===== config.mk =====
export PLATFORM = sky130hd
export DESIGN_NAME = knps_ctrl
export DESIGN_NICKNAME = d
export VERILOG_FILES = /design/src/hw/rtl/knps_pkg.sv /design/src/hw/rtl/knps_ctrl.sv
export SDC_FILE = /design/constraint.sdc
export NUM_CORES = 1
export LEC_CHECK = 0
export ABC_AREA = 1
export BUFFER_PORTS_ARGS = -buffer_cell sky130_fd_sc_hd__buf_2
export CAP_MARGIN = 30
export CORE_ASPECT_RATIO = 1.2
export CORE_UTILIZATION = 45
export DETAILED_ROUTE_END_ITERATION = 16
export GPL_ROUTABILITY_DRIVEN = 0
export MAX_ROUTING_LAYER = met4
export PLACE_DENSITY = 0.68
export RECOVER_POWER = 50
export SETUP_SLACK_MARGIN = 0.5
export SKIP_LAST_GASP = 1
export SLEW_MARGIN = 20
export SYNTH_ARGS = -nofsm -noshare
export SYNTH_HDL_FRONTEND = slang
export SYNTH_SLANG_ARGS = --single-unit

===== constraint.sdc =====
create_clock -name clock -period 5.8 [get_ports clock]
set_input_delay 0.58 -clock clock [delete_from_list [all_inputs] [get_ports clock]]
set_output_delay 0.58 -clock clock [all_outputs]
set_load 0.005 [all_outputs]

===== src/hw/rtl/knps_pkg.sv =====
// ----------------------------------------------------------------------------
// knps_pkg
// Shared types and constants of the nearest point selection block: field
// widths, the distance limit, opcodes, controller states and the command and
// status words between controller and datapath.
// ----------------------------------------------------------------------------
`default_nettype none

package knps_pkg;

   localparam int COUNT_W = 11;
   localparam int INDEX_W = 10;
   localparam int COORD_W = 16;
   localparam int POINT_W = 3 * COORD_W;
   localparam int DIST_W = 16;
   localparam int RANK_W = 3;
   localparam int DSQ_W = 32;
   localparam int SUM_W = DSQ_W + 2;
   localparam int ROOT_STEPS = DIST_W;
   localparam int ROOT_CNT_W = $clog2(ROOT_STEPS);

   // 9.0 in Q4.28, the square of the distance limit of 3.0.
   localparam logic [DSQ_W-1:0] LIMIT_SQ = 32'h9000_0000;

   typedef enum logic [0:0] {
      OP_LOAD = 1'b0,
      OP_QUERY = 1'b1
   } op_type;

   typedef enum logic [3:0] {
      ST_IDLE,
      ST_QUERY_READ,
      ST_QUERY_LATCH,
      ST_SCAN,
      ST_DRAIN,
      ST_RANK,
      ST_ROOT,
      ST_RESULT_LOAD,
      ST_EMIT
   } state_type;

   typedef struct packed {
      logic mem_write;
      logic mem_read;
      logic list_clear;
      logic query_latch;
      logic scan_valid;
      logic root_start;
      logic root_step;
      logic result_load;
   } cmd_type;

   typedef struct packed {
      logic pipe_empty;
      logic sel_found;
   } status_type;

endpackage

`default_nettype wire


===== src/hw/rtl/knps_ctrl.sv =====
// ----------------------------------------------------------------------------
// knps_ctrl
// Controller of the nearest point selection block: handshakes, the point
// count register, the scan and rank counters and the sequencing state machine.
// ----------------------------------------------------------------------------
`default_nettype none

module knps_ctrl #(
   parameter int MAX_POINTS = 1024,
   parameter int NEIGHBOURS = 6
) (
   input  wire logic                                         clock,
   input  wire logic                                         reset,
   input  wire logic                                         req_valid,
   output logic                                              req_ready,
   input  wire logic                                         req_opcode,
   input  wire logic [knps_pkg::INDEX_W-1:0]                 req_point_index,
   input  wire logic                                         csr_valid,
   output logic                                              csr_ready,
   input  wire logic [knps_pkg::COUNT_W-1:0]                 csr_point_count,
   output logic                                              rsp_valid,
   input  wire logic                                         rsp_ready,
   output knps_pkg::cmd_type                                 cmd,
   input  wire knps_pkg::status_type                         status,
   output logic [$clog2(MAX_POINTS)-1:0]                     mem_addr,
   output logic [knps_pkg::COUNT_W-1:0]                      scan_index,
   output logic [((NEIGHBOURS > 1) ? $clog2(NEIGHBOURS) : 1)-1:0] rank
);

   localparam int ADDR_W = $clog2(MAX_POINTS);
   localparam int RW = (NEIGHBOURS > 1) ? $clog2(NEIGHBOURS) : 1;
   localparam int CW = knps_pkg::COUNT_W;
   localparam int RCW = knps_pkg::ROOT_CNT_W;

   knps_pkg::state_type state_ff, state_in;

   logic [CW-1:0]                 csr_count_ff;
   logic [CW-1:0]                 count_ff, count_in;
   logic [knps_pkg::INDEX_W-1:0]  q_idx_ff, q_idx_in;
   logic [CW-1:0]                 j_ff, j_in;
   logic [RW-1:0]                 rank_ff, rank_in;
   logic [RCW-1:0]                root_cnt_ff, root_cnt_in;
   logic [CW-1:0]                 count_clamp;
   logic                          req_accept;
   logic                          is_query;
   logic                          query_in_range;
   logic                          load_in_range;
   logic                          scan_done;
   logic                          rank_done;

   assign csr_ready = 1'b1;

   always_ff @(posedge clock) begin
      if (reset) begin
         csr_count_ff <= '0;
      end else if (csr_valid && csr_ready) begin
         csr_count_ff <= csr_point_count;
      end
   end

   assign count_clamp = (32'(csr_count_ff) > 32'(MAX_POINTS)) ?
      CW'(MAX_POINTS) : csr_count_ff;
   assign req_accept = req_valid && req_ready;
   assign is_query = (req_opcode == knps_pkg::OP_QUERY);
   assign query_in_range = ({1'b0, req_point_index} < count_clamp);
   assign load_in_range = (32'(req_point_index) < 32'(MAX_POINTS));
   assign scan_done = ((j_ff + CW'(1)) == count_ff);
   assign rank_done = (rank_ff == RW'(NEIGHBOURS - 1));

   // Next state.
   always_comb begin
      state_in = state_ff;
      case (state_ff)
         knps_pkg::ST_IDLE: begin
            if (req_valid && is_query) begin
               state_in = query_in_range ? knps_pkg::ST_QUERY_READ : knps_pkg::ST_RANK;
            end
         end
         knps_pkg::ST_QUERY_READ: begin
            state_in = knps_pkg::ST_QUERY_LATCH;
         end
         knps_pkg::ST_QUERY_LATCH: begin
            state_in = knps_pkg::ST_SCAN;
         end
         knps_pkg::ST_SCAN: begin
            if (scan_done) begin
               state_in = knps_pkg::ST_DRAIN;
            end
         end
         knps_pkg::ST_DRAIN: begin
            if (status.pipe_empty) begin
               state_in = knps_pkg::ST_RANK;
            end
         end
         knps_pkg::ST_RANK: begin
            state_in = status.sel_found ? knps_pkg::ST_ROOT : knps_pkg::ST_RESULT_LOAD;
         end
         knps_pkg::ST_ROOT: begin
            if (root_cnt_ff == RCW'(knps_pkg::ROOT_STEPS - 1)) begin
               state_in = knps_pkg::ST_RESULT_LOAD;
            end
         end
         knps_pkg::ST_RESULT_LOAD: begin
            state_in = knps_pkg::ST_EMIT;
         end
         knps_pkg::ST_EMIT: begin
            if (rsp_ready) begin
               state_in = rank_done ? knps_pkg::ST_IDLE : knps_pkg::ST_RANK;
            end
         end
         default: begin
            state_in = knps_pkg::ST_IDLE;
         end
      endcase
   end

   // Outputs.
   always_comb begin
      cmd = '0;
      req_ready = 1'b0;
      rsp_valid = 1'b0;
      case (state_ff)
         knps_pkg::ST_IDLE: begin
            req_ready = 1'b1;
            cmd.mem_write = req_valid && !is_query && load_in_range;
            cmd.list_clear = req_valid && is_query;
         end
         knps_pkg::ST_QUERY_READ: begin
            cmd.mem_read = 1'b1;
         end
         knps_pkg::ST_QUERY_LATCH: begin
            cmd.query_latch = 1'b1;
         end
         knps_pkg::ST_SCAN: begin
            cmd.mem_read = 1'b1;
            cmd.scan_valid = (j_ff != {1'b0, q_idx_ff});
         end
         knps_pkg::ST_DRAIN: begin
         end
         knps_pkg::ST_RANK: begin
            cmd.root_start = status.sel_found;
         end
         knps_pkg::ST_ROOT: begin
            cmd.root_step = 1'b1;
         end
         knps_pkg::ST_RESULT_LOAD: begin
            cmd.result_load = 1'b1;
         end
         knps_pkg::ST_EMIT: begin
            rsp_valid = 1'b1;
         end
         default: begin
         end
      endcase
   end

   assign mem_addr = (state_ff == knps_pkg::ST_QUERY_READ) ?
      ADDR_W'(q_idx_ff) : ADDR_W'(j_ff);
   assign scan_index = j_ff;
   assign rank = rank_ff;

   // Counters and query registers.
   always_comb begin
      count_in = count_ff;
      q_idx_in = q_idx_ff;
      j_in = j_ff;
      rank_in = rank_ff;
      root_cnt_in = root_cnt_ff;
      if (state_ff == knps_pkg::ST_IDLE && req_accept && is_query) begin
         count_in = count_clamp;
         q_idx_in = req_point_index;
         rank_in = '0;
      end
      if (state_ff == knps_pkg::ST_QUERY_LATCH) begin
         j_in = '0;
      end
      if (state_ff == knps_pkg::ST_SCAN) begin
         j_in = j_ff + CW'(1);
      end
      if (state_ff == knps_pkg::ST_RANK) begin
         root_cnt_in = '0;
      end
      if (state_ff == knps_pkg::ST_ROOT) begin
         root_cnt_in = root_cnt_ff + RCW'(1);
      end
      if (state_ff == knps_pkg::ST_EMIT && rsp_ready && !rank_done) begin
         rank_in = rank_ff + RW'(1);
      end
   end

   always_ff @(posedge clock) begin
      if (reset) begin
         state_ff <= knps_pkg::ST_IDLE;
         count_ff <= '0;
         q_idx_ff <= '0;
         j_ff <= '0;
         rank_ff <= '0;
         root_cnt_ff <= '0;
      end else begin
         state_ff <= state_in;
         count_ff <= count_in;
         q_idx_ff <= q_idx_in;
         j_ff <= j_in;
         rank_ff <= rank_in;
         root_cnt_ff <= root_cnt_in;
      end
   end

   a_one_side_open: assert property (@(posedge clock) disable iff (reset)
      !(req_ready && rsp_valid))
      else $error("request and response sides open together");

   a_last_word_ends_query: assert property (@(posedge clock) disable iff (reset)
      (state_ff == knps_pkg::ST_EMIT && rsp_ready && rank_done)
      |=> (state_ff == knps_pkg::ST_IDLE))
      else $error("query did not end after its last word");

   a_scan_in_count: assert property (@(posedge clock) disable iff (reset)
      (state_ff == knps_pkg::ST_SCAN) |-> (j_ff < count_ff))
      else $error("scan index beyond point count");

   a_list_settled: assert property (@(posedge clock) disable iff (reset)
      (state_ff == knps_pkg::ST_RANK) |-> status.pipe_empty)
      else $error("neighbour list read while distances still in flight");

endmodule

`default_nettype wire


Word level (Yosys, flattened, before mapping)
Cells that the tools add are included.
{"block": "word_totals", "n_memories": 0, "regBits": 54, "inputBits": 29, "word_cells": 71, "ramBits": 0, "mem_bits_ro": 0, "latchBits": 0}
{"block": "op_classes", "eq_ne": 17, "n_lt_le_gt_ge": 2, "n_div": 0, "mul": 0, "shifts": 0, "reduce_logical": 15, "mux": 27, "n_addsub": 3, "bitwise": 0}
{"cell": "case mux 4 bit (9 select lines)", "count": 1}
{"cell": "two-way mux 11 bit", "count": 3}
{"cell": "two-way mux 4 bit", "count": 7}
{"cell": "equality test 4 x 3 -> 1 bit, second input constant", "count": 4}
{"cell": "two-way mux 3 bit", "count": 4}
{"cell": "adder 11 x 1 -> 11 bit, second input constant", "count": 1}
{"cell": "equality test 11 bit", "count": 1}
{"cell": "greater-than comparator 11 bit, second input constant", "count": 1}
{"cell": "< comparator 10 x 11 -> 1 bit", "count": 1}
{"cell": "two-way mux 1 bit", "count": 11}
{"cell": "!= test 11 x 10 -> 1 bit", "count": 1}
{"cell": "two-way mux 10 bit", "count": 1}
{"cell": "!= test 2 bit, second input constant", "count": 5}
{"cell": "equality test 4 x 2 -> 1 bit, second input constant", "count": 2}
{"cell": "equality test 4 bit, second input constant", "count": 2}
{"cell": "logical AND 1 bit", "count": 7}
{"cell": "nonzero test 2 bit", "count": 3}
{"cell": "AND reduction 5 bit", "count": 1}
{"cell": "adder 4 x 1 -> 4 bit, second input constant", "count": 1}
{"cell": "equality test 4 x 1 -> 1 bit, second input constant", "count": 1}
{"cell": "logical NOT 4 bit", "count": 1}
{"cell": "adder 3 x 1 -> 3 bit, second input constant", "count": 1}
{"cell": "equality test 3 bit, second input constant", "count": 1}
{"cell": "logical NOT 1 bit", "count": 2}
{"cell": "OR reduction 2 bit", "count": 1}

Logic depth before layout (Yosys ltp)
Gate-level depths: netlist of the first run.
{"block": "depth", "ltp_word": 7, "ltp_mapped": 15}

Worst setup path after synthesis of the first run
Ideal clock, no wire load.
{"block": "synth_path", "path_kind": "register to register", "from": "reg csr_count_ff[5]", "to": "reg state_ff[2]", "slack_ps": 3551, "period_less_slack_ps": 2249, "t_required_ps": 5733, "arrival_time_ps": 2182, "stages_incl_launch_ff": 15, "cell_sequence": "dfxtp_1 > or4_1 > nor3_1 > nand3_1 > nand2_2 > nand2_1 > ha_1 > nand2_1 > nor3_1 > nand4_1 > nand2_1 > nand2_1 > nand2_1 > nand3_1 > a21oi_2"}
{"block": "synth_via", "elab_chain_cells": 6}
{"item": "start: declaration", "line_no": "knps_ctrl.sv:37", "text": "logic [CW-1:0] csr_count_ff;"}
{"item": "start signal: assignment", "line_no": "knps_ctrl.sv:57", "text": "csr_count_ff <= csr_point_count;"}
{"item": "greater-than comparator 11 bit", "line_no": "knps_ctrl.sv:61", "text": "assign count_clamp = (32'(csr_count_ff) > 32'(MAX_POINTS)) ?"}
{"item": "two-way mux 11 bit (*)", "line_no": "knps_ctrl.sv:61"}
{"item": "< comparator 10 x 11 -> 1 bit (*)", "line_no": "knps_ctrl.sv:65", "text": "assign query_in_range = ({1'b0, req_point_index} < count_clamp);"}
{"item": "two-way mux 3 bit (*)", "line_no": "knps_ctrl.sv:76", "text": "state_in = query_in_range ? knps_pkg::ST_QUERY_READ : knps_pkg::ST_RANK;"}
{"item": "two-way mux 4 bit (*)", "line_no": "knps_ctrl.sv:75", "text": "if (req_valid && is_query) begin"}
{"item": "case mux 4 bit (9 select lines) (*)", "line_no": "knps_ctrl.sv:73", "text": "case (state_ff)"}
{"item": "end signal: assignment", "line_no": "knps_ctrl.sv:193", "text": "state_ff <= knps_pkg::ST_IDLE;"}
{"item": "end signal: assignment", "line_no": "knps_ctrl.sv:200", "text": "state_ff <= state_in;"}
{"item": "end: declaration", "line_no": "knps_ctrl.sv:35", "text": "knps_pkg::state_type state_ff, state_in;"}
Every way passes the cells marked *; elsewhere a longest branch is shown, timed or not. The select of a mux whose other input is x is not followed.
A chain may end at the register's enable or synchronous reset.

==> impl_metrics.env, run 1 <==
export IMPL_syn_instance_count=473
export IMPL_cts_root_buffer="sky130_fd_sc_hd__clkbuf_8"
export IMPL_cts_path_max_buffers=2
export IMPL_cp_data_arrival_time_ns=2.13
export IMPL_synth_area_leaders="sky130_fd_sc_hd__dfxtp_1 (34%), sky130_fd_sc_hd__nand2_1 (11%), sky130_fd_sc_hd__o21ai_0 (8.8%)"
export IMPL_synth_largest_area_cell="sky130_fd_sc_hd__dfxtp_1"
export IMPL_slowest_stage="sky130_fd_sc_hd__nor2_1"
export IMPL_total_negative_slack_ns=0
export IMPL_slew_violations=0
export IMPL_vias_in_the_first_global_route=2946
export IMPL_timing_clock_skew_ns=0.00372
export IMPL_path_cells="nor2_1, inv_1, nor2_1, inv_1, a21oi_1, buf_2"
export IMPL_vias=3127
export IMPL_final_min_clock_period_ns=2.71
export IMPL_area_share_of_the_leading_cell_type_in_the_synthesized_netlist=0.345
export IMPL_finalCoreUtilization=0.540
export IMPL_drive_above_1_share=0.157
export IMPL_synth_cell_area_um2=3140
export IMPL_initial_antenna_violation_count=0
export IMPL_post_route_period_util=0.468
export IMPL_drt_first_iter_violations=166
export IMPL_coreArea_um2=6570
export IMPL_max_cap_violations=0
export IMPL_detail_route_wl_per_cell_um=12.6
export IMPL_post_route_drc_count=0
export IMPL_cp_max_fo=11
export IMPL_h_tree_depth=2
export IMPL_clk_transition_reported_paths_ns=0.10
export IMPL_postRouteWirelength_mm=7.68
export IMPL_synth_avg_cell_area_um2=6.63
export IMPL_synth_edff_count=0
export IMPL_final_hold_viol_count=0
export IMPL_port_buffers=62
export IMPL_clk_latency_ns=0.31
export IMPL_worst_pin_slew_ns=0.886
export IMPL_mappedNetlistNets=515
export IMPL_post_synthesis_async_set_or_reset_flop_share=0
export IMPL_die_height_um=93.5
export IMPL_worst_hold_path_type="in -> reg"
export IMPL_maxSlewHeadroom=0.408
export IMPL_die_width_um=78.2
export IMPL_power_density_nw_per_um2=282
export IMPL_synth_cell_type_count=37
export IMPL_crit_type="reg -> out"
export IMPL_grt_pass1_wl_mm=12.9
export IMPL_layout_nets=564
export IMPL_cts_resized_gates=0
export IMPL_critPathRequiredTime_ns=5.22
export IMPL_fill_cells=709
export IMPL_floorplan_rows=32
export IMPL_cts_num_sinks=54
export IMPL_fmax_ghz=0.369
export IMPL_crit_path_end_kind="output port"
export IMPL_globalRouteTotalUtil=0.229
export IMPL_initial_utilization=0.478
export IMPL_status="finished, final reports clean"
export IMPL_synth_sequential_area_ratio=0.345
export IMPL_power_total_mw=1.00
export IMPL_die_area_um2=7310
export IMPL_detail_route_antenna_nets=0
export IMPL_route_detailed_vias_per_inst=5.14
export IMPL_dr_pass1_iters=5
export IMPL_cts_hold_buffers_added=0
export IMPL_total_leakage_power_nw=1.58
export IMPL_post_cts_setup_buffers=0
export IMPL_ys_ff_latch=54
export IMPL_synthToLayoutAreaGrowth_pct=13.1
export IMPL_tritoncts_clock_tree="yes"
export IMPL_cts_buffers=5
export IMPL_io_pin_count=64
export IMPL_synth_main_ff_cell="sky130_fd_sc_hd__dfxtp_1"
export IMPL_grt_overflow_total=0
export IMPL_critPathMaxStageDelay_ns=0.60
export IMPL_rsz_0062_raised_after_global_routing="no"
export IMPL_ys_warn_count=0
export IMPL_dpl_cell_area_um2=3460
export IMPL_timing_final_setup_violations=0
export IMPL_power_ir_vdd_worst_mv=0.158
export IMPL_start_kind="register"
export IMPL_final_cell_area_um2=3550
export IMPL_grt_start_max_net_pins=39
export IMPL_antenna_cells_inserted=0
export IMPL_dpl_hpwl_mm=6.05
## metal layers
| layer | up-vias | global-route usage | wire length, µm |
|---|---|---|---|
| met5 | - | - | 0 |
| met4 | 0 | 0.0756 | 120 |
| met3 | 10 | 0.0410 | 284 |
| met2 | 79 | 0.398 | 3690 |
| met1 | 1395 | 0.267 | 3590 |
| li1 | 1643 | - | - |
## cell families (layout without fill, tap and decap cells)
kind of cell / after synthesis / after routing / synth area share
flip-flops: 54 / 54 / 0.345
AND/OR/NAND/NOR: 207 / 207 / 0.296
buffers and inverters: 76 / 126 / 0.0969
XOR/XNOR: 6 / 6 / 0.0168
adder cells (fa/ha/maj): 13 / 13 / 0.0519
other: 1 / 1 / 0.00120
AO/OA/AOI/OAI: 116 / 116 / 0.193
## final timing paths
check	startpoint	end	slack, ns	cells after the start
max	state_ff[3]$_SDFFE_PP0P_	cmd[3]	3.09	6
min	csr_point_count[7]	csr_count_ff[7]$_SDFFE_PP0P_	0.48	3
max reg2reg	csr_count_ff[5]$_SDFFE_PP0P_	state_ff[2]$_SDFFE_PP0P_	3.29	14
min reg2reg	csr_count_ff[0]$_SDFFE_PP0P_	csr_count_ff[0]$_SDFFE_PP0P_	0.48	2
## layout make-up
cell class	instances	area, µm²	share of cell area
Clock buffer	6	82.6	0.0233
Tap cell	85	106	0.0300
Sequential cell	54	1080	0.305
Timing Repair Buffer	63	309	0.0871
Inverter	55	206	0.0582
Multi-Input combinational cell	343	1750	0.492
Clock inverter	2	16.3	0.00458
## power by group
part           switching (mW)  internal (mW)
combinational           0.200          0.114
clock                   0.132         0.0986
sequential             0.0403          0.417
total                   0.372          0.630
## synthesized netlist by cell type, types with 2 or more instances
library cell	n
sky130_fd_sc_hd__nand2_1	96
sky130_fd_sc_hd__o21ai_0	55
sky130_fd_sc_hd__dfxtp_1	54
sky130_fd_sc_hd__inv_1	50
sky130_fd_sc_hd__nor2_1	50
sky130_fd_sc_hd__a21oi_1	48
sky130_fd_sc_hd__nand3_1	30
sky130_fd_sc_hd__ha_1	13
sky130_fd_sc_hd__clkbuf_1	12
sky130_fd_sc_hd__nor3_1	9
sky130_fd_sc_hd__buf_2	6
sky130_fd_sc_hd__xor2_1	6
sky130_fd_sc_hd__inv_2	5
sky130_fd_sc_hd__nor2_4	4
sky130_fd_sc_hd__o22ai_1	4
sky130_fd_sc_hd__buf_4	3
sky130_fd_sc_hd__nand2_2	3
sky130_fd_sc_hd__o21ai_1	3
sky130_fd_sc_hd__nand3b_1	2
sky130_fd_sc_hd__nand4_1	2
sky130_fd_sc_hd__nor4_1	2
## per-stage QoR
step	instances	hold WS, ns	setup slack [ns]
floorplan	473	0.437	3.55
global placement	600	0.460	3.35
detailed placement	600	0.461	3.31
CTS	608	0.474	3.10
global route	608	0.480	2.84
finish	608	0.480	3.09
## state kept, by name, summed over array words and instances, names as in the netlist
signal	flops
q_idx_ff	10
count_ff	11
scan_index	11
csr_count_ff	11
root_cnt_ff	4
rank	3
state_ff	4
## critical path: cells and delay by family, from the launching register on
| family | cells | cell delay, ns |
|---|---|---|
| simple gates | 2 | 0.79 |
| buf+inv | 3 | 0.48 |
| flops | 1 | 0.35 |
| compound gates | 1 | 0.20 |
## cell usage in the layout, fill, tap and decap left out, types with 2 or more instances in the layout
cell type / instances
sky130_fd_sc_hd__nand2_1: 96
sky130_fd_sc_hd__o21ai_0: 55
sky130_fd_sc_hd__buf_2: 55
sky130_fd_sc_hd__dfxtp_1: 54
sky130_fd_sc_hd__inv_1: 50
sky130_fd_sc_hd__nor2_1: 50
sky130_fd_sc_hd__a21oi_1: 48
sky130_fd_sc_hd__nand3_1: 30
sky130_fd_sc_hd__ha_1: 13
sky130_fd_sc_hd__nor3_1: 10
sky130_fd_sc_hd__clkbuf_1: 7
sky130_fd_sc_hd__xor2_1: 6
sky130_fd_sc_hd__clkbuf_8: 6
sky130_fd_sc_hd__inv_2: 5
sky130_fd_sc_hd__nor2_4: 4
sky130_fd_sc_hd__o22ai_1: 4
sky130_fd_sc_hd__nand2_2: 3
sky130_fd_sc_hd__o21ai_1: 3
sky130_fd_sc_hd__nor4_1: 2
sky130_fd_sc_hd__nand4_1: 2
sky130_fd_sc_hd__nand3b_1: 2
Note: power is estimated with default switching activity, not from simulation.
==> run 2: changes to the inputs <==
--- a/config.mk
+++ b/config.mk
@@ -13,7 +13,7 @@
 export DETAILED_ROUTE_END_ITERATION = 16
 export GPL_ROUTABILITY_DRIVEN = 0
 export MAX_ROUTING_LAYER = met4
-export PLACE_DENSITY = 0.68
+export PLACE_DENSITY = 0.7
 export RECOVER_POWER = 50
 export SETUP_SLACK_MARGIN = 0.5
 export SKIP_LAST_GASP = 1
==> constraint.sdc (replaced) <==
create_clock -name clock -period 2.4 [get_ports clock]
set_input_delay 0.24 -clock clock [delete_from_list [all_inputs] [get_ports clock]]
set_output_delay 0.24 -clock clock [all_outputs]
set_load 0.005 [all_outputs]
==> impl_metrics.env, run 2 (synthesis gave the netlist of run 1 again) <==
export IMPL_route_met3_wl_um=346
export IMPL_grt_start_max_net_pins=39
export IMPL_cts_path_max_buffers=2
export IMPL_worst_pin_slew_ns=0.888
export IMPL_fmax_ghz=0.396
export IMPL_crit_type="reg -> reg"
export IMPL_die_area_um2=7310
export IMPL_rsz_0062_raised_after_global_routing="yes"
export IMPL_dr_pass1_iters=4
export IMPL_detail_route_wl_per_cell_um=13.5
export IMPL_final_common_cell="sky130_fd_sc_hd__nand2_1"
export IMPL_r2r_end="state_ff[2]$_SDFFE_PP0P_"
export IMPL_route_detailed_vias_per_inst=5.28
export IMPL_status="finished, violations left"
export IMPL_tritoncts_clock_tree="yes"
export IMPL_grt_pass1_wl_mm=13.7
export IMPL_initial_antenna_violation_count=0
export IMPL_dpl_hpwl_mm=6.09
export IMPL_grt_overflow_total=0
export IMPL_crit_path_end_kind="register"
export IMPL_timing_final_setup_violations=1
export IMPL_critPathRequiredTime_ns=2.66
export IMPL_highest_signal_layer="met4"
export IMPL_worst_r2r_path_depth=15
export IMPL_cts_buffers=5
export IMPL_final_hold_viol_count=0
export IMPL_globalRouteTotalUtil=0.244
export IMPL_regToRegStartpoint="csr_count_ff[6]$_SDFFE_PP0P_"
export IMPL_mostFrequentLayoutCells="sky130_fd_sc_hd__nand2_1 (86), sky130_fd_sc_hd__buf_2 (61), sky130_fd_sc_hd__o21ai_0 (50), sky130_fd_sc_hd__dfxtp_1 (49), sky130_fd_sc_hd__inv_1 (48)"
export IMPL_die_height_um=93.5
export IMPL_worst_hold_path_type="in -> reg"
export IMPL_final_min_clock_period_ns=2.52
export IMPL_ff2ff_setup_slack_ns=-0.12
export IMPL_clk_transition_reported_paths_ns=0.10
export IMPL_cts_root_buffer="sky130_fd_sc_hd__clkbuf_8"
export IMPL_antenna_cells_inserted=0
export IMPL_worst_slack_ns=-0.123
export IMPL_cp_max_fo=8
export IMPL_power_ir_vdd_worst_mv=0.326
export IMPL_fill_cells=632
export IMPL_drive_above_1_share=0.269
export IMPL_total_negative_slack_ns=-0.123
export IMPL_timing_clock_skew_ns=0.00324
export IMPL_vias=3302
export IMPL_slew_violations=0
export IMPL_violations_in_the_final_reports="setup timing"
export IMPL_maxSlewHeadroom=0.407
export IMPL_post_route_drc_count=0
export IMPL_total_leakage_power_nw=1.75
export IMPL_drt_met1_wl_mm=3.65
export IMPL_die_width_um=78.2
export IMPL_min_delay_start="csr_point_count[8]"
export IMPL_start_kind="register"
export IMPL_drt_first_iter_violations=195
export IMPL_vias_in_the_first_global_route=3029
export IMPL_hold_path_depth=3
export IMPL_dpl_cell_area_um2=3520
export IMPL_cp_data_arrival_time_ns=2.78
export IMPL_synthToLayoutAreaGrowth_pct=26.2
export IMPL_power_density_nw_per_um2=653
export IMPL_initial_utilization=0.478
export IMPL_clk_latency_ns=0.31
export IMPL_max_cap_violations=0
export IMPL_floorplan_rows=32
export IMPL_detail_route_antenna_nets=0
export IMPL_io_pin_count=64
export IMPL_post_route_period_util=1.05
export IMPL_coreArea_um2=6570
export IMPL_holdPathEnd="csr_count_ff[8]$_SDFFE_PP0P_"
export IMPL_postRouteWirelength_mm=8.45
export IMPL_cts_num_sinks=54
export IMPL_h_tree_depth=2
export IMPL_final_cell_area_um2=3960
export IMPL_routed_wl_met2_mm=4.25
export IMPL_layout_nets=581
export IMPL_port_buffers=62
-- run 2: report_power, final --
| group | internal (mW) | switching (mW) | total, mW |
|---|---|---|---|
| clock network | 0.239 | 0.327 | 0.565 |
| registers | 1.01 | 0.102 | 1.11 |
| logic | 0.358 | 0.551 | 0.909 |
-- run 2: final cells by class --
cell class	instances	area, µm²	share of cell area
well taps	85	106	0.0269
clock buffers	6	82.6	0.0209
multi-input cells	343	2000	0.505
flip-flops and latches	54	1090	0.275
clock inverters	2	16.3	0.00411
repair buffers	80	459	0.116
inverters	55	206	0.0521
-- run 2: through the flow --
stage,hold slack (ns),instances,power (mW),setup WS [ns],util
after floorplan,0.375,473,1.66,0.151,-
after global placement,0.455,607,1.88,-0.0247,0.535
after detailed placement,0.459,607,1.90,-0.124,0.535
after CTS,0.131,618,2.51,-0.104,0.577
after global routing,0.139,625,2.76,-0.235,0.603
final,0.138,625,2.59,-0.123,0.603
-- run 2: worst max-delay path, cell delays in order, from the launching register on --
cell and delay [ns]:
sky130_fd_sc_hd__dfxtp_2 0.33, sky130_fd_sc_hd__or4_4 0.54, sky130_fd_sc_hd__nor3_4 0.14, sky130_fd_sc_hd__nand3_2 0.14, sky130_fd_sc_hd__nand2_8 0.15, sky130_fd_sc_hd__buf_12 0.11, sky130_fd_sc_hd__nand2_4 0.05, sky130_fd_sc_hd__ha_4 0.26
sky130_fd_sc_hd__nand2_2 0.05, sky130_fd_sc_hd__nor3_2 0.12, sky130_fd_sc_hd__nand4_1 0.11, sky130_fd_sc_hd__nand2_1 0.10, sky130_fd_sc_hd__nand2_1 0.06, sky130_fd_sc_hd__nand2_1 0.08, sky130_fd_sc_hd__nand3_2 0.07, sky130_fd_sc_hd__a21oi_2 0.14
-- run 2: timing repair --
item | 4_1_cts | 5_1_grt
hold buffers | 0 | 0
gates cloned | 1 | 1
setup endpoints to repair | 14 | 15
resized for setup | 38 | 40
buffers inserted | 2 | 6
pin swaps | 16 | 20
-- run 2: per-layer routing --
| layer | GRT usage | up-vias |
|---|---|---|
| met5 | - | - |
| met4 | 0.111 | 0 |
| met3 | 0.0341 | 17 |
| met2 | 0.404 | 87 |
| met1 | 0.293 | 1518 |
| li1 | - | 1680 |
-- run 2: worst max-delay path by stage --
stage | from | end | slack (ns) | cells past startpoint
4_1_cts | csr_count_ff[6]$_SDFFE_PP0P_ | state_ff[2]$_SDFFE_PP0P_ | -0.10 | 14
3_5_place_dp | csr_count_ff[5]$_SDFFE_PP0P_ | state_ff[2]$_SDFFE_PP0P_ | -0.12 | 14
3_3_place_gp | csr_count_ff[5]$_SDFFE_PP0P_ | state_ff[2]$_SDFFE_PP0P_ | -0.02 | 14
2_1_floorplan | csr_count_ff[5]$_SDFFE_PP0P_ | state_ff[2]$_SDFFE_PP0P_ | 0.15 | 14
5_1_grt | csr_count_ff[6]$_SDFFE_PP0P_ | state_ff[2]$_SDFFE_PP0P_ | -0.23 | 14
6_report | csr_count_ff[6]$_SDFFE_PP0P_ | state_ff[2]$_SDFFE_PP0P_ | -0.12 | 15
